$ cat src/assert_macros.svh
// Assertion helpers shared by the decoder modules.
`ifndef ASSERT_MACROS_SVH
`define ASSERT_MACROS_SVH
`ifndef SYNTHESIS
`define ASSERT_IMPLY(lbl, clk, rst, ante, cons) \
   lbl: assert property (@(posedge clk) disable iff (rst) (ante) |-> (cons)) \
      else $error("assertion failed: same-cycle implication");
`define ASSERT_NEXT(lbl, clk, rst, ante, cons) \
   lbl: assert property (@(posedge clk) disable iff (rst) (ante) |=> (cons)) \
      else $error("assertion failed: next-cycle implication");
`else
`define ASSERT_IMPLY(lbl, clk, rst, ante, cons)
`define ASSERT_NEXT(lbl, clk, rst, ante, cons)
`endif
`endif

$ cat src/mkd_pkg.sv
package mkd_pkg;

   localparam int COUNTER_BITS_DEF = 16;
   localparam int QUEUE_DEPTH      = 2;

   localparam int CSR_IDX_W  = 2;
   localparam int CSR_DATA_W = 16;
   localparam int THR_W      = 17;

   localparam logic [CSR_IDX_W-1:0] CSR_DOT_MAX  = 2'd0;
   localparam logic [CSR_IDX_W-1:0] CSR_UNIT     = 2'd1;
   localparam logic [CSR_IDX_W-1:0] CSR_DEBOUNCE = 2'd2;

   localparam logic [15:0] DOT_MAX_RST  = 16'd1500;
   localparam logic [12:0] UNIT_RST     = 13'd800;
   localparam logic [7:0]  DEBOUNCE_RST = 8'd100;

   localparam logic [THR_W-1:0] THR2_RST  = THR_W'(2 * 800);
   localparam logic [THR_W-1:0] THR4_RST  = THR_W'(4 * 800);
   localparam logic [THR_W-1:0] THR12_RST = THR_W'(12 * 800);

   localparam logic [7:0] SYMBOL_EMPTY = 8'h01;
   localparam logic [6:0] CHAR_NONE    = 7'h23;
   localparam int NUM_CODES  = 36;
   localparam int NUM_LETTERS = 26;

   typedef enum logic [2:0] {
      EV_DOT      = 3'd0,
      EV_DASH     = 3'd1,
      EV_CHAR_END = 3'd2,
      EV_CHAR     = 3'd3,
      EV_WORD_END = 3'd4
   } event_kind_type;

   typedef struct packed {
      event_kind_type kind;
      logic [6:0]     character;
   } mkd_event_type;

   typedef struct packed {
      logic          pair;
      mkd_event_type first_ev;
      mkd_event_type second_ev;
   } mkd_entry_type;

   typedef struct packed {
      logic full;
      logic empty;
   } mkd_qstat_type;

   localparam logic [7:0] CODE_TABLE [NUM_CODES] = '{
      8'h60, 8'hE8, 8'hA8, 8'hD0, 8'hC0, 8'hB8, 8'h90, 8'hF8, 8'hE0,
      8'h18, 8'h50, 8'hD8, 8'h20, 8'hA0, 8'h10, 8'h98, 8'h48, 8'hB0,
      8'hF0, 8'h40, 8'h70, 8'h78, 8'h30, 8'h68, 8'h28, 8'hC8,
      8'h04, 8'h0C, 8'h1C, 8'h3C, 8'h7C, 8'hFC, 8'hF4, 8'hE4, 8'hC4, 8'h84
   };

   function automatic logic [7:0] rot_right(input logic [7:0] v);
      return {v[0], v[7:1]};
   endfunction

   // The symbol is rotated once more before lookup; the first match wins.
   function automatic logic [6:0] decode_symbol(input logic [7:0] sym);
      logic [7:0] s;
      logic [6:0] ch;
      s  = rot_right(sym);
      ch = CHAR_NONE;
      for (int i = NUM_CODES - 1; i >= 0; i--) begin
         if (CODE_TABLE[i] == s) begin
            if (i < NUM_LETTERS) begin
               ch = 7'(7'h41 + i);
            end else begin
               ch = 7'(7'h30 + (i - NUM_LETTERS));
            end
         end
      end
      return ch;
   endfunction

endpackage

$ cat src/mkd_front.sv
`include "assert_macros.svh"

module mkd_front
   import mkd_pkg::*;
#(
   parameter int COUNTER_BITS = COUNTER_BITS_DEF
) (
   input  logic                  clock,
   input  logic                  reset,
   input  logic                  csr_valid,
   output logic                  csr_ready,
   input  logic [CSR_IDX_W-1:0]  csr_index,
   input  logic [CSR_DATA_W-1:0] csr_data,
   input  logic                  req_valid,
   output logic                  req_ready,
   input  logic                  req_key_down,
   input  mkd_qstat_type         q_stat,
   output logic                  push,
   output mkd_entry_type         push_entry
);

   localparam int CMP_W = (COUNTER_BITS > THR_W) ? COUNTER_BITS : THR_W;

   logic [15:0]             dot_max_ff;
   logic [7:0]              debounce_ff;
   logic [THR_W-1:0]        thr2_ff, thr4_ff, thr12_ff;
   logic [12:0]             unit_eff;

   logic [COUNTER_BITS-1:0] gap_count_ff, gap_count_in;
   logic [COUNTER_BITS-1:0] press_count_ff, press_count_in;
   logic [7:0]              debounce_count_ff, debounce_count_in;
   logic                    pressed_ff, pressed_in;
   logic [7:0]              symbol_bits_ff, symbol_bits_in;
   logic                    char_gap_armed_ff, char_gap_armed_in;
   logic                    word_gap_armed_ff, word_gap_armed_in;

   logic                    accept;
   logic                    release_tick;
   logic                    idle_rearmed;

   assign csr_ready = 1'b1;
   assign req_ready = !q_stat.full;
   assign accept    = req_valid && req_ready;
   assign unit_eff  = (csr_data[12:0] == '0) ? 13'd1 : csr_data[12:0];

   always_ff @(posedge clock) begin
      if (reset) begin
         dot_max_ff  <= DOT_MAX_RST;
         debounce_ff <= DEBOUNCE_RST;
         thr2_ff     <= THR2_RST;
         thr4_ff     <= THR4_RST;
         thr12_ff    <= THR12_RST;
      end else if (csr_valid) begin
         unique case (csr_index)
            CSR_DOT_MAX: dot_max_ff <= csr_data;
            CSR_UNIT: begin
               thr2_ff  <= {3'b000, unit_eff, 1'b0};
               thr4_ff  <= {2'b00, unit_eff, 2'b00};
               thr12_ff <= THR_W'({unit_eff, 3'b000}) + THR_W'({unit_eff, 2'b00});
            end
            CSR_DEBOUNCE: debounce_ff <= csr_data[7:0];
            default: ;
         endcase
      end
   end

   always_comb begin
      logic done;
      done              = 1'b0;
      gap_count_in      = gap_count_ff;
      press_count_in    = press_count_ff;
      debounce_count_in = debounce_count_ff;
      pressed_in        = pressed_ff;
      symbol_bits_in    = symbol_bits_ff;
      char_gap_armed_in = char_gap_armed_ff;
      word_gap_armed_in = word_gap_armed_ff;
      push              = 1'b0;
      push_entry        = '0;

      if (accept) begin
         if (pressed_ff) begin
            done = 1'b1;
            if (req_key_down) begin
               if (press_count_ff != '1) begin
                  press_count_in = press_count_ff + 1'b1;
               end
            end else begin
               pressed_in        = 1'b0;
               gap_count_in      = '0;
               debounce_count_in = '0;
               char_gap_armed_in = 1'b1;
               word_gap_armed_in = 1'b1;
               if (CMP_W'(press_count_ff) < CMP_W'(dot_max_ff)) begin
                  symbol_bits_in           = rot_right(symbol_bits_ff) + 8'd1;
                  push                     = 1'b1;
                  push_entry.first_ev.kind = EV_DOT;
               end else if (CMP_W'(press_count_ff) > CMP_W'(thr2_ff)) begin
                  symbol_bits_in           = rot_right(symbol_bits_ff);
                  push                     = 1'b1;
                  push_entry.first_ev.kind = EV_DASH;
               end
            end
         end else if (req_key_down) begin
            if (debounce_count_ff != 8'hFF) begin
               debounce_count_in = debounce_count_ff + 8'd1;
            end
            if (debounce_count_in >= debounce_ff) begin
               pressed_in     = 1'b1;
               press_count_in = '0;
               gap_count_in   = '0;
               done           = 1'b1;
            end
         end else begin
            debounce_count_in = '0;
         end

         // Idle tick, including a down tick still being debounced.
         if (!done) begin
            if (gap_count_ff != '1) begin
               gap_count_in = gap_count_ff + 1'b1;
            end
            if (CMP_W'(gap_count_in) > CMP_W'(thr4_ff) && char_gap_armed_ff) begin
               push                     = 1'b1;
               push_entry.first_ev.kind = EV_CHAR_END;
               if (symbol_bits_ff != SYMBOL_EMPTY) begin
                  push_entry.pair                = 1'b1;
                  push_entry.second_ev.kind      = EV_CHAR;
                  push_entry.second_ev.character = decode_symbol(symbol_bits_ff);
                  symbol_bits_in                 = SYMBOL_EMPTY;
               end
               char_gap_armed_in = 1'b0;
            end else if (CMP_W'(gap_count_in) > CMP_W'(thr12_ff) && word_gap_armed_ff) begin
               push = 1'b1;
               if (symbol_bits_ff != SYMBOL_EMPTY) begin
                  push_entry.pair               = 1'b1;
                  push_entry.first_ev.kind      = EV_CHAR;
                  push_entry.first_ev.character = decode_symbol(symbol_bits_ff);
                  push_entry.second_ev.kind     = EV_WORD_END;
                  symbol_bits_in                = SYMBOL_EMPTY;
               end else begin
                  push_entry.first_ev.kind = EV_WORD_END;
               end
               word_gap_armed_in = 1'b0;
            end
         end
      end
   end

   always_ff @(posedge clock) begin
      if (reset) begin
         gap_count_ff      <= '0;
         press_count_ff    <= '0;
         debounce_count_ff <= '0;
         pressed_ff        <= 1'b0;
         symbol_bits_ff    <= SYMBOL_EMPTY;
         char_gap_armed_ff <= 1'b1;
         word_gap_armed_ff <= 1'b1;
      end else begin
         gap_count_ff      <= gap_count_in;
         press_count_ff    <= press_count_in;
         debounce_count_ff <= debounce_count_in;
         pressed_ff        <= pressed_in;
         symbol_bits_ff    <= symbol_bits_in;
         char_gap_armed_ff <= char_gap_armed_in;
         word_gap_armed_ff <= word_gap_armed_in;
      end
   end

   assign release_tick = accept && pressed_ff && !req_key_down;
   assign idle_rearmed = !pressed_ff && (gap_count_ff == '0) && char_gap_armed_ff
                         && word_gap_armed_ff;

   `ASSERT_NEXT(fe_release_rearms, clock, reset, release_tick, idle_rearmed)

endmodule

$ cat src/mkd_queue.sv
`include "assert_macros.svh"

module mkd_queue
   import mkd_pkg::*;
(
   input  logic          clock,
   input  logic          reset,
   input  logic          push,
   input  mkd_entry_type push_entry,
   input  logic          pop,
   output mkd_entry_type head,
   output mkd_qstat_type q_stat
);

   localparam int PTR_W = (QUEUE_DEPTH > 1) ? $clog2(QUEUE_DEPTH) : 1;
   localparam int CNT_W = $clog2(QUEUE_DEPTH + 1);

   mkd_entry_type    slot_ff [QUEUE_DEPTH];
   logic [PTR_W-1:0] wr_ptr_ff, rd_ptr_ff;
   logic [CNT_W-1:0] count_ff;

   function automatic logic [PTR_W-1:0] ptr_next(input logic [PTR_W-1:0] p);
      return (p == PTR_W'(QUEUE_DEPTH - 1)) ? '0 : p + 1'b1;
   endfunction

   assign head         = slot_ff[rd_ptr_ff];
   assign q_stat.full  = (count_ff == CNT_W'(QUEUE_DEPTH));
   assign q_stat.empty = (count_ff == '0);

   always_ff @(posedge clock) begin
      if (push) begin
         slot_ff[wr_ptr_ff] <= push_entry;
      end
   end

   always_ff @(posedge clock) begin
      if (reset) begin
         wr_ptr_ff <= '0;
         rd_ptr_ff <= '0;
         count_ff  <= '0;
      end else begin
         if (push) begin
            wr_ptr_ff <= ptr_next(wr_ptr_ff);
         end
         if (pop) begin
            rd_ptr_ff <= ptr_next(rd_ptr_ff);
         end
         if (push && !pop) begin
            count_ff <= count_ff + 1'b1;
         end else if (pop && !push) begin
            count_ff <= count_ff - 1'b1;
         end
      end
   end

   `ASSERT_IMPLY(q_no_overflow, clock, reset, push, !q_stat.full)
   `ASSERT_IMPLY(q_no_underflow, clock, reset, pop, !q_stat.empty)

endmodule

$ cat src/mkd_back.sv
`include "assert_macros.svh"

module mkd_back
   import mkd_pkg::*;
(
   input  logic          clock,
   input  logic          reset,
   input  mkd_entry_type head,
   input  mkd_qstat_type q_stat,
   output logic          pop,
   output logic          rsp_valid,
   input  logic          rsp_ready,
   output logic [2:0]    rsp_event_kind,
   output logic [6:0]    rsp_character,
   output logic          rsp_last
);

   logic          rsp_valid_ff, rsp_valid_in;
   mkd_event_type event_ff, event_in;
   logic          last_ff, last_in;
   logic          sel_ff, sel_in;
   logic          load;

   assign load = !rsp_valid_ff || rsp_ready;

   // A paired entry goes out as two results, first_ev then second_ev; sel_ff marks its second event.
   always_comb begin
      rsp_valid_in = rsp_valid_ff;
      event_in     = event_ff;
      last_in      = last_ff;
      sel_in       = sel_ff;
      pop          = 1'b0;
      if (load) begin
         rsp_valid_in = !q_stat.empty;
         if (!q_stat.empty) begin
            event_in = sel_ff ? head.second_ev : head.first_ev;
            last_in  = sel_ff || !head.pair;
            pop      = sel_ff || !head.pair;
            sel_in   = !(sel_ff || !head.pair);
         end
      end
   end

   always_ff @(posedge clock) begin
      if (reset) begin
         rsp_valid_ff <= 1'b0;
         sel_ff       <= 1'b0;
      end else begin
         rsp_valid_ff <= rsp_valid_in;
         sel_ff       <= sel_in;
      end
   end

   always_ff @(posedge clock) begin
      event_ff <= event_in;
      last_ff  <= last_in;
   end

   assign rsp_valid      = rsp_valid_ff;
   assign rsp_event_kind = event_ff.kind;
   assign rsp_character  = event_ff.character;
   assign rsp_last       = last_ff;

   `ASSERT_IMPLY(bk_second_half, clock, reset, sel_ff, !q_stat.empty && head.pair)

endmodule

$ cat src/morse_key_decoder.sv
// A result enters the queue at the edge that accepts its tick, then the output register
// once it is free. Throughput: one tick per cycle; a tick that yields two results holds the
// output register for both, and the two-entry queue between classifier and output absorbs
// it. Ticks stall only when that queue is full, so the output side sets the long-run rate.
// Reset (synchronous, active high) restores default timing registers, clears all counters,
// arms both gap marks and empties the symbol register and queue.
module morse_key_decoder
   import mkd_pkg::*;
#(
   parameter int COUNTER_BITS = COUNTER_BITS_DEF
) (
   input  logic                  clock,
   input  logic                  reset,
   input  logic                  csr_valid,
   output logic                  csr_ready,
   input  logic [CSR_IDX_W-1:0]  csr_index,
   input  logic [CSR_DATA_W-1:0] csr_data,
   input  logic                  req_valid,
   output logic                  req_ready,
   input  logic                  req_key_down,
   output logic                  rsp_valid,
   input  logic                  rsp_ready,
   output logic [2:0]            rsp_event_kind,
   output logic [6:0]            rsp_character,
   output logic                  rsp_last
);

   mkd_qstat_type q_stat;
   mkd_entry_type push_entry, head;
   logic          push, pop;

   mkd_front #(
      .COUNTER_BITS(COUNTER_BITS)
   ) u_front (
      .clock       (clock),
      .reset       (reset),
      .csr_valid   (csr_valid),
      .csr_ready   (csr_ready),
      .csr_index   (csr_index),
      .csr_data    (csr_data),
      .req_valid   (req_valid),
      .req_ready   (req_ready),
      .req_key_down(req_key_down),
      .q_stat      (q_stat),
      .push        (push),
      .push_entry  (push_entry)
   );

   mkd_queue u_queue (
      .clock     (clock),
      .reset     (reset),
      .push      (push),
      .push_entry(push_entry),
      .pop       (pop),
      .head      (head),
      .q_stat    (q_stat)
   );

   mkd_back u_back (
      .clock         (clock),
      .reset         (reset),
      .head          (head),
      .q_stat        (q_stat),
      .pop           (pop),
      .rsp_valid     (rsp_valid),
      .rsp_ready     (rsp_ready),
      .rsp_event_kind(rsp_event_kind),
      .rsp_character (rsp_character),
      .rsp_last      (rsp_last)
   );

endmodule

$ cat config.mk
export PLATFORM = sky130hd
export DESIGN_NAME = morse_key_decoder
export DESIGN_NICKNAME = d
export VERILOG_FILES = /design/src/mkd_pkg.sv /design/src/mkd_front.sv /design/src/mkd_queue.sv /design/src/mkd_back.sv /design/src/morse_key_decoder.sv
export VERILOG_INCLUDE_DIRS = /design/src /design/src/src
export SDC_FILE = /design/constraint.sdc
export NUM_CORES = 1
export LEC_CHECK = 0
export BUFFER_PORTS_ARGS = -buffer_cell sky130_fd_sc_hd__buf_4
export CORE_UTILIZATION = 57
export DETAILED_ROUTE_END_ITERATION = 8
export GPL_ROUTABILITY_DRIVEN = 0
export HOLD_SLACK_MARGIN = 0.15
export PLACE_DENSITY = 0.86
export SYNTH_ARGS = -nofsm -noshare
export SYNTH_HDL_FRONTEND = slang
export SYNTH_SLANG_ARGS = --single-unit
$ cat constraint.sdc
create_clock -name clock -period 5.6 [get_ports clock]
set_input_delay 0.56 -clock clock [delete_from_list [all_inputs] [get_ports clock]]
set_output_delay 0.56 -clock clock [all_outputs]
set_load 0.02 [all_outputs]
* After elaboration in Yosys (flattened, before gate mapping)
Memories as Yosys holds them, arrays and structs flattened. A register that Yosys moved wholly into a read port is not among the register bits. Index checks and enable logic that the tools add are counted.
Storage, ports and cells: input port bits 24, latch bits 0, memories kept 1, output and inout bits 14, logic and storage cells 219, bits in registers 122, ROM bits 0, RAM bits 42
Operators by class: shift operators 0, multiplexer cells 114, reduce and logical (&&, ||, !) cells 25, divide/modulo/power cells 0, $add $sub $neg 9, order comparisons 5, bitwise gates (word level) 1, multipliers 0, equal/unequal tests 45
Memory list:
- u_queue.slot_ff | depth 2, bits a word 21, rd ports 1, clocked after memory_dff 1, wr ports 1, RTL line mkd_queue.sv:18 | mkd_entry_type slot_ff [QUEUE_DEPTH];
Operators with widths (count):
- $mux W7 | 31
- $mux W16 | 13
- $eq A8 B8 Y1 const A | 19
- $mux W8 | 15
- $eq A7 B8 Y1 const A | 8
- $mux W21 | 2
- $mux W5 | 7
- $mux W1 | 33
- $add A16 B1 Y16 const B | 2
- $eq A6 B8 Y1 const A | 4
- $ne A16 B16 Y1 const B | 2
- $eq A5 B8 Y1 const A | 3
- $mux W10 | 2
- $add A16 B15 Y17 | 1
- $gt A16 B17 Y1 | 1
- $add A8 B1 Y8 const B | 2
- $gt A16 B14 Y1 | 1
- $gt A16 B15 Y1 | 1
- $lt A16 B16 Y1 | 1
- $mux W3 | 5
- $mux W14 | 1
- $logic_not A13 Y1 | 1
- $mux W13 | 1
- $reduce_and A2 Y1 | 5
- other kinds (21) | 38

* Depth between registers and ports, before layout
word-level depth 42, mapped depth 26, mapped depth without buffers 25

* Hierarchy
Synthesis repeated with hierarchy kept, for this count alone.
Unflattened totals: cell total of the unflattened synthesis 1120, area total of the unflattened synthesis 9789.4 µm²
Modules (own cells, without submodules):
- mkd_front | cells each 1000, sequential area each 2042.0 µm², area each 7531.0 µm², times used 1
- mkd_queue | cells each 87, sequential area each 1361.3 µm², area each 1715.4 µm², times used 1
- mkd_back | cells each 33, sequential area each 370.4 µm², area each 543.0 µm², times used 1

* Worst setup path before layout
OpenSTA, ideal clock, no wires.
path kind register -> register, start register u_front.debounce_count_ff[0], end memory u_queue.slot_ff[0][0] in the netlist's numbering, enable pin, arrival 4913 ps, stages on the path, launching flop included 22, buffers on the path 1, setup time 397 ps, slack 291 ps, path through dfxtp_1 -> ha_1 -> and3_1 -> nand3_1 -> nand4_1 -> xnor2_1 -> ha_1 -> a21oi_1 -> a21boi_0 -> a211o_1 -> a21o_1 -> clkbuf_1 -> a31oi_1 -> ha_1 -> nand4_1 -> a21oi_1 -> o41ai_1 -> a211oi_1 -> o21ai_0 -> a31o_2 -> a31o_2 -> nor2_1
On the way: cells in the longest elaborated chain, start to end 20, elaborated cells on any way between the ends 27, classes of those cells add/sub (1); order compare (3); eq/ne (1); mux (20); reduce/logical (2)
Ends and longest elaborated chain:
- start, declared | RTL line mkd_front.sv:31 | logic [7:0] debounce_count_ff, debounce_count_in;
- start signal, assigned | RTL line mkd_front.sv:161 | debounce_count_ff <= debounce_count_in;
- $add A8 B1 Y8 or $ne A8 B8 Y1 (tied branches) | RTL line mkd_front.sv:105, mkd_front.sv:104
- $mux W8 (*) | RTL line mkd_front.sv:104 | if (debounce_count_ff != 8'hFF) begin
- $mux W8 (*) | RTL line mkd_front.sv:103 | end else if (req_key_down) begin
- $mux W8 (*) | RTL line mkd_front.sv:81 | if (pressed_ff) begin
- $mux W8 (*) | RTL line mkd_front.sv:80 | if (accept) begin
- $ge A8 B8 Y1 (*) | RTL line mkd_front.sv:107 | if (debounce_count_in >= debounce_ff) begin
- $mux W16 | RTL line mkd_front.sv:107
- $mux W16 | RTL line mkd_front.sv:103
- (+4 left out)
- $gt A16 B17 Y1 | RTL line mkd_front.sv:132 | end else if (CMP_W'(gap_count_in) > CMP_W'(thr12_ff) && word_gap_armed_ff) begin
- $logic_and A1 B1 Y1 | RTL line mkd_front.sv:132
- $mux W1 | RTL line mkd_front.sv:132
- $mux W1 | RTL line mkd_front.sv:122 | if (CMP_W'(gap_count_in) > CMP_W'(thr4_ff) && char_gap_armed_ff) begin
- $mux W1 (*) | RTL line mkd_front.sv:118 | if (!done) begin
- $mux W1 (*) | RTL line mkd_front.sv:80
- $mux W1 (*) | RTL line mkd_queue.sv:31 | if (push) begin
- $mux W1 (implied by the code) (*) | RTL line mkd_queue.sv:32 | slot_ff[wr_ptr_ff] <= push_entry;
- end, declared | RTL line mkd_queue.sv:18
Mark *: on every way between the ends. The rest lies on a longest branch, timed or not. The select of a mux whose other input is x is not followed.

* Worst setup path after layout
start register u_front.debounce_count_ff[5], end register u_queue.count_ff[1]
On the way: cells in the longest elaborated chain, start to end 21, elaborated cells on any way between the ends 30, classes of those cells add/sub (1); order compare (3); eq/ne (1); mux (19); reduce/logical (6)
Ends and longest elaborated chain:
- $add A8 B1 Y8 or $ne A8 B8 Y1 (tied branches) | RTL line mkd_front.sv:105, mkd_front.sv:104
- $mux W8 (*) | RTL line mkd_front.sv:104
- $mux W8 (*) | RTL line mkd_front.sv:103
- $mux W8 (*) | RTL line mkd_front.sv:81
- $mux W8 (*) | RTL line mkd_front.sv:80
- $ge A8 B8 Y1 (*) | RTL line mkd_front.sv:107
- $mux W16 | RTL line mkd_front.sv:107
- $mux W16 | RTL line mkd_front.sv:103
- (+6 left out)
- $mux W1 | RTL line mkd_front.sv:132
- $mux W1 | RTL line mkd_front.sv:122
- $mux W1 (*) | RTL line mkd_front.sv:118
- $mux W1 (*) | RTL line mkd_front.sv:80
- via push | RTL line morse_key_decoder.sv:30 | logic push, pop;
- $logic_not A1 Y1 | RTL line mkd_queue.sv:50 | end else if (pop && !push) begin
- $logic_and A1 B1 Y1 | RTL line mkd_queue.sv:50
- $reduce_bool A2 Y1 (no source line)
- end signal, assigned | RTL line mkd_queue.sv:49 | count_ff <= count_ff + 1'b1;
- end signal, assigned | RTL line mkd_queue.sv:51 | count_ff <= count_ff - 1'b1;
- end, declared | RTL line mkd_queue.sv:20 | logic [CNT_W-1:0] count_ff;
Mark *: on every way through the listed nets, which the timed path passes. The rest lies on a longest branch. The select of a mux whose other input is x is not followed. A chain may end at the register's enable or synchronous reset.

==> flow_summary.ini <==
[run_status]
status = complete, no violations

[pwr]
p_total_mw = 2.55
p_clk_frac = 0.447
pwr-share-seq = 0.477
p_int_mw = 1.88
power.leakage_nw = 4.19
switching_power_uw = 673
ir_worst_vdd_mv = 0.226
power_switching_share = 0.264
combinationalPowerShare = 0.077
power_density_nw_per_um2 = 239

[clock_network]
cts-htree-levels = 4
clock-sinks = 160
postCtsHoldBufs = 0
cts-root-buf = clkbuf_16
path_clk_slew_ps = 70
numCtsBuffers = 17
insertion_delay_ps = 440
tritoncts = done
cts.path.max_buffers = 2

[final_layout]
area_growth_pct = 10.7
fin_area_um2 = 10700
drive_gt1_frac = 0.110
antenna_cells = 0
layout.nets = 1226

[sta]
maxSlewViolCount = 0
max_slew_margin = 0.321
fin_crit_sh = 0.960
setup_viol = 0
post-route-min-period_ps = 5370
fmax_mhz = 186
skew_ps = 8.98
tns_ps = 0
hold_violations = 0
worstMarginPinSlew_ps = 1010

[critical_path]
worstRegToRegCells = 24
critPathKind = reg -> reg
crit_chain = and3_1 -> and3_2 -> nand3_4 -> nand4_1 -> xnor2_2 -> ha_1 -> and4_1 -> a211o_1 -> a21o_1 -> buf_4 -> nand3_1 -> o21a_1 -> ha_1 -> and3_1 -> nand3_1 -> nor3_2 -> nand2_1 -> a311o_1 -> a21oi_2 -> a31o_2 -> inv_1 -> ha_1 -> or3_1 -> a21oi_1
cp_max_fo = 8
worst-path-buf-inv = 2
path_depth = 24
crit_top_cell = ha_1
cpPeakStageDelay_ps = 380
cp_data_required_time_ps = 5960
critPathSlowestCell = or3_1
worstSetupEndpointType = flip-flop
critical_path.top_delay_family = simple AND/OR/NAND/NOR gates
cp-start-kind = flip-flop
cp.arrival_ps = 5730

[grt]
track_usage = 0.279
grt_pass1_wl_mm = 38.7
grt_pass1_vias = 7714
antenna_found_initial = 0
grt_max_degree = 77
overflow = 0

[synth]
yosysSeqAreaShare = 0.385
ys_types = 75
synth-async-reset-ratio = 0
postSynthCellCount = 1112
ys_warn_count = 0
synth_area_um2 = 9650
postSynthNetCount = 1218
synth-seq-cells = 160
syn_avg_cell_area_um2 = 8.68
synth_enable_flop_cells = 51
ys.flop_type = dfxtp_1

[detailed_routing]
vias = 8420
firstDrtPassIters = 5
totalWireLength_mm = 23.6
routedWlPerCell_um = 17.5
drc = 0
via_per_inst = 6.22
drt_first_iter_violations = 1110
postRouteAntennaNets = 0

[die]
rows = 47
coreArea_um2 = 16600
io_pins = 38
die-height_um = 132
dieWidth_um = 132
die_area_um2 = 17500
start_util = 0.582

[min_path]
min_path_type = in -> reg
min_delay_path_depth = 3

[place]
numPortBuffers = 36
placed_area_um2 = 10000
hpwl_mm = 16.7

[job]
cap_violations = 0
[through the flow]
stage / hold slack [ps] / worst slack [ps] / instances / util
CTS: 356 / 40.2 / 1352 / 0.641
detailed placement: 448 / -111 / 1320 / 0.605
global placement: 441 / 115 / 1320 / 0.605
global route: 360 / -50.8 / 1353 / 0.644
floorplan: 432 / 291 / 1112 / -
finish: 362 / 226 / 1353 / 0.644
[layer usage]
layer,vias to the layer above,track usage,part of all wire
met2,420,0.436,0.45
met1,3901,0.373,0.43
met4,0,0.123,0.034
li1,4029,-,-
met5,-,0,0
met3,70,0.0607,0.084
[placed cells by master, fill, tap and decap left out, types with 32 or more instances in the layout]
cell type / netlist / layout
inv_1: 77 / 77
ha_1: 81 / 80
buf_4: 1 / 47
nand3_1: 34 / 32
o21ai_0: 47 / 44
nand2_1: 119 / 119
dfxtp_1: 109 / 108
edfxtp_1: 51 / 51
nor2_1: 109 / 109
a21oi_1: 84 / 82
[what timing repair did]
| item | in CTS | in global routing |
|---|---|---|
| cloned | 0 | 0 |
| gates resized for setup | 3 | 13 |
| setup buffers | 0 | 1 |
| setup endpoints to repair | 21 | 40 |
| pin swaps | 0 | 3 |
[cell usage after synthesis (14+ instances only)]
cell type | number | area, um^2
a21oi_1 | 84 | 420
a22oi_1 | 20 | 150
and2_1 | 18 | 113
and3_1 | 15 | 93.8
clkbuf_1 | 47 | 176
dfxtp_1 | 109 | 2180
edfxtp_1 | 51 | 1530
ha_1 | 81 | 1010
inv_1 | 77 | 289
nand2_1 | 119 | 447
nand3_1 | 34 | 170
nand4_1 | 14 | 87.6
nor2_1 | 109 | 409
nor2b_1 | 15 | 93.8
nor3_1 | 18 | 90.1
nor4_1 | 15 | 93.8
o211ai_1 | 18 | 135
o21ai_0 | 47 | 235
xnor2_1 | 23 | 201
[cell families after synthesis]
family | after synthesis | share of synthesized area
simple gates | 411 | 0.207
buf+inv | 135 | 0.0551
xor+xnor | 30 | 0.0272
fa+ha+maj | 83 | 0.108
other cells | 1 | 0.000389
mux | 22 | 0.0363
flops | 160 | 0.385
compound gates | 270 | 0.181
[tightest hold or removal path, stage by stage]
cell	delay, ps
buf_4	110
nand2_1	40
a21oi_1	50
[area by class of cell]
cell class	instances	area, um^2
clock inverter	15	159
timing repair buffer	47	353
multi-input combinational	817	5460
inverter	77	289
fill	1296	5900
tap	220	275
clock buffer	17	425
sequential	160	3710
[flip-flops by register name (all words and copies together), names as in the netlist, 13 cells and up, named ones only]
signal / flops
u_queue.slot_ff: 40
u_front.dot_max_ff: 16
u_front.gap_count_ff: 16
u_front.press_count_ff: 16
u_front.thr12_ff: 14
u_front.thr2_ff: 13
[path summary, 6_finish.rpt]
kind                                                                 from                                  end  slack (ps)
worst max-delay path            u_front.debounce_count_ff[5]$_SDFFE_PP0P_     u_queue.count_ff[1]$_SDFFE_PP0P_         230
worst min-delay path                                         csr_data[13]  u_front.dot_max_ff[13]$_SDFFE_PP0P_         360
worst max register to register  u_front.debounce_count_ff[5]$_SDFFE_PP0P_     u_queue.count_ff[1]$_SDFFE_PP0P_         230
worst min register to register         u_front.dot_max_ff[9]$_SDFFE_PP0P_   u_front.dot_max_ff[9]$_SDFFE_PP0P_         460
[power by group through the flow]
stage | logic, mW | clock network (mW) | registers (mW)
floorplan | 0.135 | 0 | 1.24
global placement | 0.185 | 0 | 1.24
detailed placement | 0.190 | 0 | 1.24
CTS | 0.192 | 1.15 | 1.22
global route | 0.219 | 1.20 | 1.22
finish | 0.195 | 1.14 | 1.22
Power figures use the tool's default switching activity.
